## config.mk

```make
export PLATFORM = sky130hd
export DESIGN_NAME = circular_interval_iou_unit
export DESIGN_NICKNAME = d
export VERILOG_FILES = /design/src/hw/rtl/ciou_pkg.sv /design/src/hw/rtl/ciou_front.sv /design/src/hw/rtl/ciou_div_cell.sv /design/src/hw/rtl/circular_interval_iou_unit.sv
export SDC_FILE = /design/constraint.sdc
export NUM_CORES = 2
export LEC_CHECK = 0
export BUFFER_PORTS_ARGS = -buffer_cell sky130_fd_sc_hd__buf_2
export CAP_MARGIN = 20
export CORE_ASPECT_RATIO = 1.1
export CORE_MARGIN = 4
export CORE_UTILIZATION = 35
export CTS_CLUSTER_SIZE = 25
export DETAILED_ROUTE_END_ITERATION = 10
export HOLD_SLACK_MARGIN = 0.15
export MAX_ROUTING_LAYER = met4
export PLACE_DENSITY = 0.56
export SYNTH_ARGS = -nofsm -noshare
export SYNTH_HDL_FRONTEND = slang
export SYNTH_SLANG_ARGS = --single-unit
export TNS_END_PERCENT = 50
```

## constraint.sdc

```tcl
create_clock -name clk -period 14.25 [get_ports clk]
set_input_delay 0.7125 -clock clk [delete_from_list [all_inputs] [get_ports clk]]
set_output_delay 0.7125 -clock clk [all_outputs]
set_load 0.05 [all_outputs]
```

## src/hw/rtl/ciou_pkg.sv

```systemverilog
`timescale 1ns / 1ps

package ciou_pkg;

  localparam int FRAC_BITS = 16;
  localparam int TAG_BITS  = 20;

  // coordinate: one integer bit over FRAC_BITS fraction bits
  localparam int CW    = FRAC_BITS + 1;
  // signed length: room for sums of several arcs and their differences
  localparam int LW    = FRAC_BITS + 4;
  // unsigned divisor and partial remainder
  localparam int DW    = FRAC_BITS + 3;
  // one quotient bit per divider cell
  localparam int NCELL = FRAC_BITS;

  typedef logic [CW-1:0]        coord_t;
  typedef logic signed [LW-1:0] len_t;
  typedef logic [DW-1:0]        dlen_t;
  typedef logic [FRAC_BITS-1:0] quo_t;
  typedef logic [TAG_BITS-1:0]  tag_t;

  localparam coord_t ONE_C = coord_t'(1) << FRAC_BITS;

  // one request as it moves down the divider chain
  typedef struct packed {
    logic  meets;
    logic  uzero;
    logic  full;
    logic  zero;
    dlen_t rem;
    dlen_t dvs;
    quo_t  quo;
    tag_t  tag;
  } work_t;

endpackage

```

## src/hw/rtl/ciou_front.sv

```systemverilog
`timescale 1ns / 1ps

module ciou_front (
  input  ciou_pkg::coord_t a_start,
  input  ciou_pkg::coord_t a_end,
  input  ciou_pkg::coord_t b_start,
  input  ciou_pkg::coord_t b_end,
  input  ciou_pkg::tag_t   pair_tag,
  output ciou_pkg::work_t  work
);
  import ciou_pkg::*;

  localparam len_t ONE_L = len_t'(ONE_C);

  function automatic len_t sat(input coord_t c);
    coord_t v;
    v = (c > ONE_C) ? ONE_C : c;
    return $signed({{(LW-CW){1'b0}}, v});
  endfunction

  function automatic len_t mx(input len_t p, input len_t q);
    return (p > q) ? p : q;
  endfunction

  function automatic len_t mn(input len_t p, input len_t q);
    return (p < q) ? p : q;
  endfunction

  function automatic len_t pos(input len_t p);
    return (p > 0) ? p : '0;
  endfunction

  // union of a plain arc [p1,p2] and a wrapping arc [q1,1] u [0,q2]
  function automatic len_t union_mixed(input len_t p1, input len_t p2,
                                       input len_t q1, input len_t q2);
    len_t u;
    if (p1 <= q2) begin
      u = (q1 <= p2) ? ONE_L : mx(p2, q2) + ONE_L - q1;
    end else if (q1 <= p2) begin
      u = q2 + ONE_L - mn(p1, q1);
    end else begin
      u = q2 + ONE_L - q1 + p2 - p1;
    end
    return u;
  endfunction

  len_t x1, x2, y1, y2, ov, un;
  logic aw, bw, meet;

  always_comb begin
    x1 = sat(a_start);
    x2 = sat(a_end);
    y1 = sat(b_start);
    y2 = sat(b_end);
    aw = x1 > x2;
    bw = y1 > y2;

    if (!aw && !bw) begin
      meet = (x1 <= y2) && (y1 <= x2);
      ov   = mn(x2, y2) - mx(x1, y1);
      un   = mx(x2, y2) - mn(x1, y1);
    end else if (!aw) begin
      meet = (y1 <= x2) || (x1 <= y2);
      ov   = pos(x2 - mx(x1, y1)) + pos(mn(x2, y2) - x1);
      un   = union_mixed(x1, x2, y1, y2);
    end else if (!bw) begin
      meet = (x1 <= y2) || (y1 <= x2);
      ov   = pos(y2 - mx(x1, y1)) + pos(mn(x2, y2) - y1);
      un   = union_mixed(y1, y2, x1, x2);
    end else begin
      meet = 1'b1;
      ov   = pos(ONE_L - mx(x1, y1)) + pos(y2 - x1) + pos(x2 - y1) + pos(mn(x2, y2));
      un   = ((y1 <= x2) || (y2 >= x1)) ? ONE_L : ONE_L - mn(x1, y1) + mx(y2, x2);
    end

    work.meets = meet;
    work.uzero = 1'b0;
    work.full  = 1'b0;
    work.zero  = 1'b1;
    work.rem   = '0;
    work.dvs   = dlen_t'(1);
    work.quo   = '0;
    work.tag   = pair_tag;

    if (meet && (ov > 0)) begin
      if (un <= 0) begin
        work.uzero = 1'b1;
      end else if (ov >= un) begin
        work.full = 1'b1;
        work.zero = 1'b0;
      end else begin
        work.zero = 1'b0;
        work.rem  = dlen_t'(ov);
        work.dvs  = dlen_t'(un);
      end
    end
  end

endmodule

```

## src/hw/rtl/ciou_div_cell.sv

```systemverilog
`timescale 1ns / 1ps

module ciou_div_cell (
  input  logic            clk,
  input  logic            rst_n,
  input  logic            en,
  input  logic            vin,
  input  ciou_pkg::work_t pin,
  output logic            vout,
  output ciou_pkg::work_t pout
);
  import ciou_pkg::*;

  logic [DW:0] r2, dext;
  logic        ge;
  logic        vld_r;
  work_t       pay_r, pay_nxt;

  // one restoring step: double the remainder, subtract when it fits
  always_comb begin
    r2      = {pin.rem, 1'b0};
    dext    = {1'b0, pin.dvs};
    ge      = r2 >= dext;
    pay_nxt = pin;
    pay_nxt.rem = ge ? dlen_t'(r2 - dext) : dlen_t'(r2);
    pay_nxt.quo = {pin.quo[FRAC_BITS-2:0], ge};
  end

  always_ff @(posedge clk) begin
    if (!rst_n) begin
      vld_r <= 1'b0;
    end else if (en) begin
      vld_r <= vin;
    end
  end

  always_ff @(posedge clk) begin
    if (en) begin
      pay_r <= pay_nxt;
    end
  end

  assign vout = vld_r;
  assign pout = pay_r;

endmodule

```

## src/hw/rtl/circular_interval_iou_unit.sv

```systemverilog
`timescale 1ns / 1ps

// Intersection over union of two closed arcs on the unit circle. Each request
// carries arcs a and b as unsigned fractions with FRAC_BITS fraction bits
// (2^FRAC_BITS is 1.0, larger values saturate to 1.0); an arc whose start is
// above its end wraps through zero. The result gives out_ratio =
// floor(overlap * 2^FRAC_BITS / union), exactly 1.0 when overlap equals the
// union, and 0 when the arcs miss or only touch. out_meets flags any contact,
// out_union_zero flags an empty union (ratio then 0), and the tag comes back
// unchanged. Throughput is one request per cycle while the output is not
// stalled. A request passes through one register after the arc geometry and
// one cell per quotient bit in the restoring divider chain, the last cell
// serving as the output register. Each stage advances when the next one is
// empty or moving, so bubbles close up and in_stall rises only when every
// stage holds a request and the output is stalled.
module circular_interval_iou_unit (
  input  logic             clk,
  input  logic             rst_n,
  input  logic             in_valid,
  output logic             in_stall,
  input  ciou_pkg::coord_t in_a_start,
  input  ciou_pkg::coord_t in_a_end,
  input  ciou_pkg::coord_t in_b_start,
  input  ciou_pkg::coord_t in_b_end,
  input  ciou_pkg::tag_t   in_pair_tag,
  output logic             out_valid,
  input  logic             out_stall,
  output ciou_pkg::coord_t out_ratio,
  output logic             out_meets,
  output logic             out_union_zero,
  output ciou_pkg::tag_t   out_tag_out
);
  import ciou_pkg::*;

  // front end: wrap cases, contact test, overlap and union lengths
  work_t front_w;

  ciou_front u_front (
    .a_start  (in_a_start),
    .a_end    (in_a_end),
    .b_start  (in_b_start),
    .b_end    (in_b_end),
    .pair_tag (in_pair_tag),
    .work     (front_w)
  );

  // stage 0 holds the front end's result; stage k is divider cell k-1
  logic         s0_vld_r;
  work_t        s0_pay_r;
  logic         cv [NCELL+1];
  work_t        cp [NCELL+1];
  logic [NCELL:0] en;
  work_t        last_w;

  // advance a stage when it is empty or its successor advances
  always_comb begin
    en[NCELL] = !cv[NCELL] || !out_stall;
    for (int k = NCELL - 1; k >= 0; k--) begin
      en[k] = !cv[k] || en[k+1];
    end
  end

  assign in_stall = !en[0];

  always_ff @(posedge clk) begin
    if (!rst_n) begin
      s0_vld_r <= 1'b0;
    end else if (en[0]) begin
      s0_vld_r <= in_valid;
    end
  end

  always_ff @(posedge clk) begin
    if (en[0]) begin
      s0_pay_r <= front_w;
    end
  end

  assign cv[0] = s0_vld_r;
  assign cp[0] = s0_pay_r;

  // divider chain: each cell settles one quotient bit, MSB first
  for (genvar g = 0; g < NCELL; g++) begin : g_cell
    ciou_div_cell u_cell (
      .clk   (clk),
      .rst_n (rst_n),
      .en    (en[g+1]),
      .vin   (cv[g]),
      .pin   (cp[g]),
      .vout  (cv[g+1]),
      .pout  (cp[g+1])
    );
  end

  // pick the final ratio: zero for misses, touches and empty unions, one for full overlap, else quotient
  assign last_w         = cp[NCELL];
  assign out_valid      = cv[NCELL];
  assign out_ratio      = last_w.zero ? '0 :
                          last_w.full ? ONE_C : coord_t'(last_w.quo);
  assign out_meets      = last_w.meets;
  assign out_union_zero = last_w.uzero;
  assign out_tag_out    = last_w.tag;

  // an empty union only arises for arcs that meet, and gives ratio zero
  a_uzero_clean: assert property (@(posedge clk) disable iff (!rst_n)
    out_valid && out_union_zero |-> out_meets && (out_ratio == '0))
    else $error("union-zero result carries a ratio or no contact");

  // disjoint arcs never report overlap
  a_miss_zero: assert property (@(posedge clk) disable iff (!rst_n)
    out_valid && !out_meets |-> (out_ratio == '0))
    else $error("non-meeting arcs gave a nonzero ratio");

  // the ratio never exceeds one
  a_ratio_range: assert property (@(posedge clk) disable iff (!rst_n)
    out_valid |-> (out_ratio <= ONE_C))
    else $error("ratio above one");

  // back-pressure only when the chain is blocked at its tail
  a_stall_full: assert property (@(posedge clk) disable iff (!rst_n)
    in_stall |-> s0_vld_r && out_valid && out_stall)
    else $error("input stalled while the chain could move");

endmodule
```

## Yosys cells after proc, flatten, opt, wreduce, memory -nomap -nowiden

Cells that the tools add are included.

- Bits of input ports: 92
- Bits in registers: 1169

- Order comparisons: 42
- Bitwise gates (word level): 1
- $add $sub $neg: 45
- Reductions and logical operators: 45
- Mux-type cells: 55

Operator list:

| cell | count |
|---|---|
| 20-bit 2-to-1 mux | 21 |
| 20-bit by 19-bit >= comparator with 1-bit output | 16 |
| 19-bit 2-to-1 mux | 15 |
| 19-bit subtractor | 15 |
| 17-bit 2-to-1 mux | 12 |
| 20-bit by 1-bit > comparator with 1-bit output, second input constant | 7 |
| 20-bit adder | 6 |
| 20-bit by 18-bit subtractor with 20-bit output | 6 |
| 17-bit by 17-bit subtractor with 18-bit output | 6 |
| 17-bit > comparator | 5 |
| 20-bit subtractor | 4 |
| 17-bit > comparator, second input constant | 4 |
| 17-bit < comparator | 3 |
| 20-bit by 18-bit adder with 20-bit output | 2 |
| 20-bit by 18-bit adder with 20-bit output, second input constant | 2 |
| 39-bit 2-to-1 mux | 1 |
| 38-bit 2-to-1 mux | 1 |
| 17-bit by 17-bit adder with 18-bit output, second input constant | 2 |
| 18-bit by 1-bit > comparator with 1-bit output, second input constant | 2 |
| 17-bit less-or-equal comparator | 2 |
| 1-bit logical NOT | 21 |
| 20-bit >= comparator | 1 |
| 20-bit by 1-bit less-or-equal comparator with 1-bit output, second input constant | 1 |
| 18-bit by 20-bit subtractor with 20-bit output, first input constant | 1 |
| 8 further kinds | 32 |

## Depth between registers and ports, before layout

- Depth after elaboration: 19
- Mapped depth: 60
- Gate-level depth less buffers: 55

## Hierarchy

From an unflattened synthesis, not the netlist that was laid out.

- Cells, all modules: 7898
- Area, all modules: 88743.9 um^2

By module, submodules not included:

| module | cells an instance | times used | area an instance (um^2) |
|---|---|---|---|
| ciou_div_cell | 268 | 16 | 3808.7 |
| ciou_front | 3480 | 1 | 25124.1 |
| circular_interval_iou_unit | 130 | 1 | 2681.3 |

## Worst setup path before layout

OpenSTA, ideal clock, no wires.

- Path type: input port to flip-flop
- Start point: input port in_b_start[6]
- End point: register s0_pay_r, in the netlist cp[1284], data pin
- Buffers on the path: 6
- Slack: 2.384 ns
- Data arrival time: 11.606 ns
- Stages on the path: 57
- Required time: 13.991 ns
- Cells stage by stage: nor4_1 nand2_1 o31ai_1 and2_1 clkbuf_1 inv_1 ha_1 nand2b_1 a21oi_1 o21ai_0 a221oi_1 o31ai_1 a21boi_0 nor3_1 nor2_1 clkbuf_1 clkbuf_1 nand2_1 [... 21 more ...] o31ai_1 o21ai_0 a221oi_1 xnor2_1 o21ai_0 a211oi_1 ha_1 nand4_1 nor2_1 a221o_1 a31oi_1 and4b_1 a2bb2oi_1 nand4_1 a21oi_1 o31ai_2 buf_4 or2_1

- Cells in the longest elaborated chain, start to end: 17
- Elaborated cells on any way between the ends: 67

RTL lines:

| what | line | RTL |
|---|---|---|
| start: declaration | circular_interval_iou_unit.sv:23 | `input ciou_pkg::coord_t in_b_start,` |
| 17-bit > comparator | ciou_front.sv:17 | `v = (c > ONE_C) ? ONE_C : c;` |
| 17-bit 2-to-1 mux (*) | ciou_front.sv:17 |  |
| 17-bit > comparator | ciou_front.sv:22 | `return (p > q) ? p : q;` |
| 17-bit 2-to-1 mux | ciou_front.sv:22 |  |
| 17-bit by 17-bit subtractor with 18-bit output | ciou_front.sv:72 | `ov = pos(ONE_L - mx(x1, y1)) + pos(y2 - x1) + pos(x2 - y1) + pos(mn(x2, y2));` |
| 20-bit by 1-bit > comparator with 1-bit output | ciou_front.sv:30 | `return (p > 0) ? p : '0;` |
| 20-bit 2-to-1 mux | ciou_front.sv:30 |  |
| 20-bit adder (3 in series) | ciou_front.sv:72 |  |
| 20-bit 2-to-1 mux | ciou_front.sv:66 | `end else if (!bw) begin` |
| 20-bit 2-to-1 mux | ciou_front.sv:62 | `end else if (!aw) begin` |
| 20-bit 2-to-1 mux (*) | ciou_front.sv:58 | `if (!aw && !bw) begin` |
| named net u_front.ov[16] | ciou_front.sv:47 | `len_t x1, x2, y1, y2, ov, un;` |
| 20-bit by 1-bit > comparator with 1-bit output | ciou_front.sv:85 | `if (meet && (ov > 0)) begin` |
| 1-bit logical AND | ciou_front.sv:85 |  |
| 1-bit NOT (no line) | -- |  |
| 3-bit OR reduction (no line) (*) | -- |  |
| end signal: assignment | circular_interval_iou_unit.sv:75 | `s0_pay_r <= front_w;` |
| end: declaration | circular_interval_iou_unit.sv:49 | `work_t s0_pay_r;` |

The timed path passes the listed nets; every way through them passes the cells marked *.
A chain may end at the register's enable or synchronous reset.

## Worst setup path in the final report

- Start point: input port in_a_end[16]
- End point: register s0_pay_r, in the netlist cp[1315], data pin

- Cells in the longest elaborated chain, start to end: 15
- Elaborated cells on any way between the ends: 69

RTL lines:

| what | line | RTL |
|---|---|---|
| start: declaration | circular_interval_iou_unit.sv:22 | `input ciou_pkg::coord_t in_a_end,` |
| 17-bit > comparator | ciou_front.sv:17 |  |
| 17-bit 2-to-1 mux (*) | ciou_front.sv:17 |  |
| 17-bit < comparator | ciou_front.sv:26 | `return (p < q) ? p : q;` |
| 17-bit 2-to-1 mux | ciou_front.sv:26 |  |
| 17-bit by 17-bit subtractor with 18-bit output | ciou_front.sv:68 | `ov = pos(y2 - mx(x1, y1)) + pos(mn(x2, y2) - y1);` |
| 20-bit by 1-bit > comparator with 1-bit output | ciou_front.sv:30 |  |
| 20-bit 2-to-1 mux | ciou_front.sv:30 |  |
| 20-bit adder | ciou_front.sv:68 |  |
| 20-bit 2-to-1 mux | ciou_front.sv:66 |  |
| 20-bit 2-to-1 mux | ciou_front.sv:62 |  |
| 20-bit 2-to-1 mux (*) | ciou_front.sv:58 |  |
| named net u_front.ov[15] | ciou_front.sv:47 |  |
| 20-bit by 1-bit > comparator with 1-bit output | ciou_front.sv:85 |  |
| 1-bit logical AND | ciou_front.sv:85 |  |
| 1-bit NOT (no line) | -- |  |
| 3-bit OR reduction (no line) (*) | -- |  |

Marks and branches as above.

==> impl_metrics.py <==
metrics = {
    "flow_run": {
        "max_cap_violations": 0,
    },
    "clocking": {
        "htree_levels": 3,
        "path_clk_slew_ns": 0.06,
        "cts_root_buffer": "clkbuf_16",
        "insertion_delay_ns": 0.74,
        "cts_tree": "yes",
        "clk_path_buf_depth": 3,
        "cts_made_buffers": 119,
        "cts_sinks": 1169,
        "cts_setup_buffers": 0,
    },
    "worst_hold_path": {
        "worstHoldStart": "out_stall",
        "hp-class": "in2reg",
        "min_path_cells": 3,
        "hold_end": "g_cell[15].u_cell.vout",
    },
    "global_route": {
        "first_global_vias": 54381,
        "gr-usage-met3_pct": 2.81,
        "track_usage_pct": 21.6,
        "grt_remaining_overflow": 0,
        "grt_max_degree": 75,
        "antenna_found_initial": 6,
        "grt_pass1_wl_um": 346000,
        "use_met1_pct": 24.7,
        "top_usage_layer": "met2",
        "met2_usage_pct": 36.9,
    },
    "cells_and_area": {
        "fill_cells": 20252,
        "fin_nets": 8159,
        "drive_above_1_share_pct": 9.78,
        "area_growth_pct": 12.2,
        "layoutNonFillerInstCount": 10105,
        "final_core_util_pct": 39.5,
    },
    "synthesis": {
        "synth_area_leaders": "edfxtp_1, ha_1, inv_1",
        "synth_cell_types": 99,
        "synthTopCellsByCount": "edfxtp_1, ha_1, inv_1, nor2_1, a21oi_1",
        "synth_top_area_cell": "edfxtp_1",
        "synth.yosys.seq_area_share_pct": 46.9,
        "postSynthCellCount": 6935,
        "synth-seq-cells": 1169,
        "yosysWarnings": 0,
        "synth_edf_count": 1152,
        "netlist_area_um2": 74500,
        "avgSynthCellArea_um2": 10.7,
        "synthArstFlopShare_pct": 0,
        "synthFlopType": "edfxtp_1",
        "synth_most_common_cell": "edfxtp_1",
        "netlist.area_leader.share_pct": 46.5,
    },
    "setup_path": {
        "start_kind": "primary input",
        "r2r_cells": 15,
        "crit_start": "in_a_end[16]",
        "cpPeakStageDelay_ns": 0.58,
        "critical_path.endpoint_type": "flip-flop",
        "crit_fanout": 19,
        "rr_endpoint": "g_cell[1].u_cell.pout[73]",
        "cp.arrival_ns": 12.88,
        "critPathTopFamily": "compound AO/OA/AOI/OAI gates",
        "path_buf_inv": 8,
        "crit_slowest_cell": "a2111oi_0",
        "r2r-start": "g_cell[0].u_cell.pout[38]",
        "reg2reg_slack_ns": 9.21,
        "crit_path_frequent_cell": "o21ai_0",
        "worstPathRequired_ns": 14.78,
        "worstSetupPathType": "in2reg",
    },
    "power_and_ir_drop": {
        "power.leakage_nw": 34.0,
        "power_density_nw_per_um2": 210,
        "irDropWorstVdd_uv": 130,
    },
    "sta": {
        "setup_violations": 0,
        "period_share_pct": 86.7,
        "finClkSkew_ns": 0.0987,
        "period_minus_slack_ns": 12.35,
        "max_freq_mhz": 81.0,
        "relSlewSlack_pct": 12.2,
        "hold_viol_final": 0,
        "drv_slew": 0,
        "fin_tns_setup_ns": 0,
        "worst_pin_slew_ns": 1.30,
        "grt_setup_unrepaired": "false",
    },
    "routing": {
        "vias": 54249,
        "ant_nets": 0,
        "wl_per_cell_um": 23.3,
        "drt_iter0_drc": 3976,
        "vias_per_cell": 5.37,
        "wl_um": 236000,
        "dr.pass1.iters": 5,
        "drc": 0,
    },
    "die": {
        "start_util_pct": 35.2,
        "coreArea_um2": 211000,
        "die-area_um2": 220000,
        "ios": 133,
        "die_w_um": 448,
        "die_height_um": 492,
        "fp-row-count": 177,
    },
    "place": {
        "io_buffer_count": 132,
        "dpl.hpwl_um": 190000,
        "dp_cells": 9850,
        "place_congestion": 1.03,
    },
    "status": {
        "outcome": "finished, final reports clean",
    },
}
-- cells by family (layout without fill, tap and decap cells) --
| group | after synthesis | count (layout) | synth area share [%] |
|---|---|---|---|
| other cells | 1 | 10 | 0.00504 |
| flops | 1169 | 1169 | 46.9 |
| buf+inv | 890 | 1277 | 4.66 |
| fa+ha+maj | 850 | 850 | 15.3 |
| compound gates | 1684 | 1684 | 14.5 |
| xor+xnor | 385 | 385 | 4.53 |
| simple gates | 1768 | 1768 | 11.4 |
| mux | 188 | 188 | 2.76 |
-- where the power goes --
| group | internal [mW] | switching [mW] |
|---|---|---|
| combinational | 3.79 | 5.19 |
| clock | 1.76 | 1.30 |
| sequential | 5.10 | 0.424 |
-- area by class of cell --
| type | count | area [um2] | share of cell area, % |
|---|---|---|---|
| diodes | 8 | 20.0 | 0.0240 |
| clock buffers | 140 | 3060 | 3.66 |
| clock inverters | 84 | 887 | 1.06 |
| inverters | 725 | 2720 | 3.26 |
| multi-input cells | 4877 | 36200 | 43.3 |
| flip-flops and latches | 1169 | 34900 | 41.8 |
| well taps | 2774 | 3470 | 4.16 |
| repair buffers | 328 | 2220 | 2.66 |
-- worst max-delay path by stage --
| stage | to | depth (start not counted) |
|---|---|---|
| 5_1_grt | cp[1315] | 50 |
| 4_1_cts | cp[1315] | 50 |
| 2_1_floorplan | cp[1284] | 57 |
| 3_3_place_gp | cp[1284] | 49 |
| 3_5_place_dp | cp[1315] | 50 |
| 6_report | cp[1315] | 50 |
-- per-layer routing --
layer | share of wire (%) | vias to the layer above
met1 | 39 | 26230
met5 | 0 | -
met4 | 6.2 | 0
met3 | 5.0 | 533
li1 | - | 25863
met2 | 49 | 1623
-- registers in the layout, indices dropped and copies added, names as in the netlist --
register and flops:
g_cell.u_cell.pout 1090, g_cell.u_cell.vout 16, cp 62, s0_vld_r 1
-- metrics by stage --
| stage | hold WS [ns] | setup WS (ns) | power, mW | cell area, um2 |
|---|---|---|---|---|
| 2_1_floorplan | 0.400 | 2.38 | 11.9 | 74500 |
| 3_3_place_gp | 0.401 | 1.31 | 14.3 | 79300 |
| 3_5_place_dp | 0.405 | 1.37 | 14.5 | 79300 |
| 4_1_cts | 0.185 | 2.12 | 17.6 | 83500 |
| 5_1_grt | 0.215 | 1.02 | 18.8 | 83500 |
| 6_report | 0.255 | 1.90 | 17.6 | 83500 |
-- worst register-to-register path, cell delays in order (launching register included) --
cell and delay (ns):
edfxtp_1 0.44, inv_1 0.07, ha_1 0.34, nor2b_1 0.15
o21ai_0 0.22, a21boi_0 0.15, o21ai_0 0.25, a21boi_0 0.20
o211ai_1 0.20, a21boi_0 0.17, o21a_1 0.24, or4_1 0.49
a31o_2 0.25, a21oi_1 0.30, o21a_1 0.86, mux2_2 0.42
-- cells in the final DEF (no fill, tap or decap), drive strengths merged, types with 31 or more instances in the layout --
master / n
clkbuf: 141
nand2b: 74
nand3: 104
ha: 749
inv: 724
nor2: 562
xnor2: 262
clkinv: 69
edfxtp: 1152
nor4: 37
nand4: 70
a211oi: 70
a21boi: 78
xor2: 123
nand2: 398
mux2i: 49
o21bai: 38
buf: 306
a21o: 134
or3: 49
and2: 54
nor3: 171
or2: 31
o21a: 118
a31oi: 50
o21ai: 370
o211ai: 53
mux2: 139
nor2b: 108
a21oi: 489
fa: 98
o31ai: 53
and3: 44
-- what timing repair did --
| action | CTS | global route |
|---|---|---|
| resized for setup | 0 | 0 |
| hold endpoints to repair | 21 | 0 |
| hold buffers | 21 | 0 |
| setup endpoints to repair | 0 | 0 |
(Power assumes the default switching activity.)
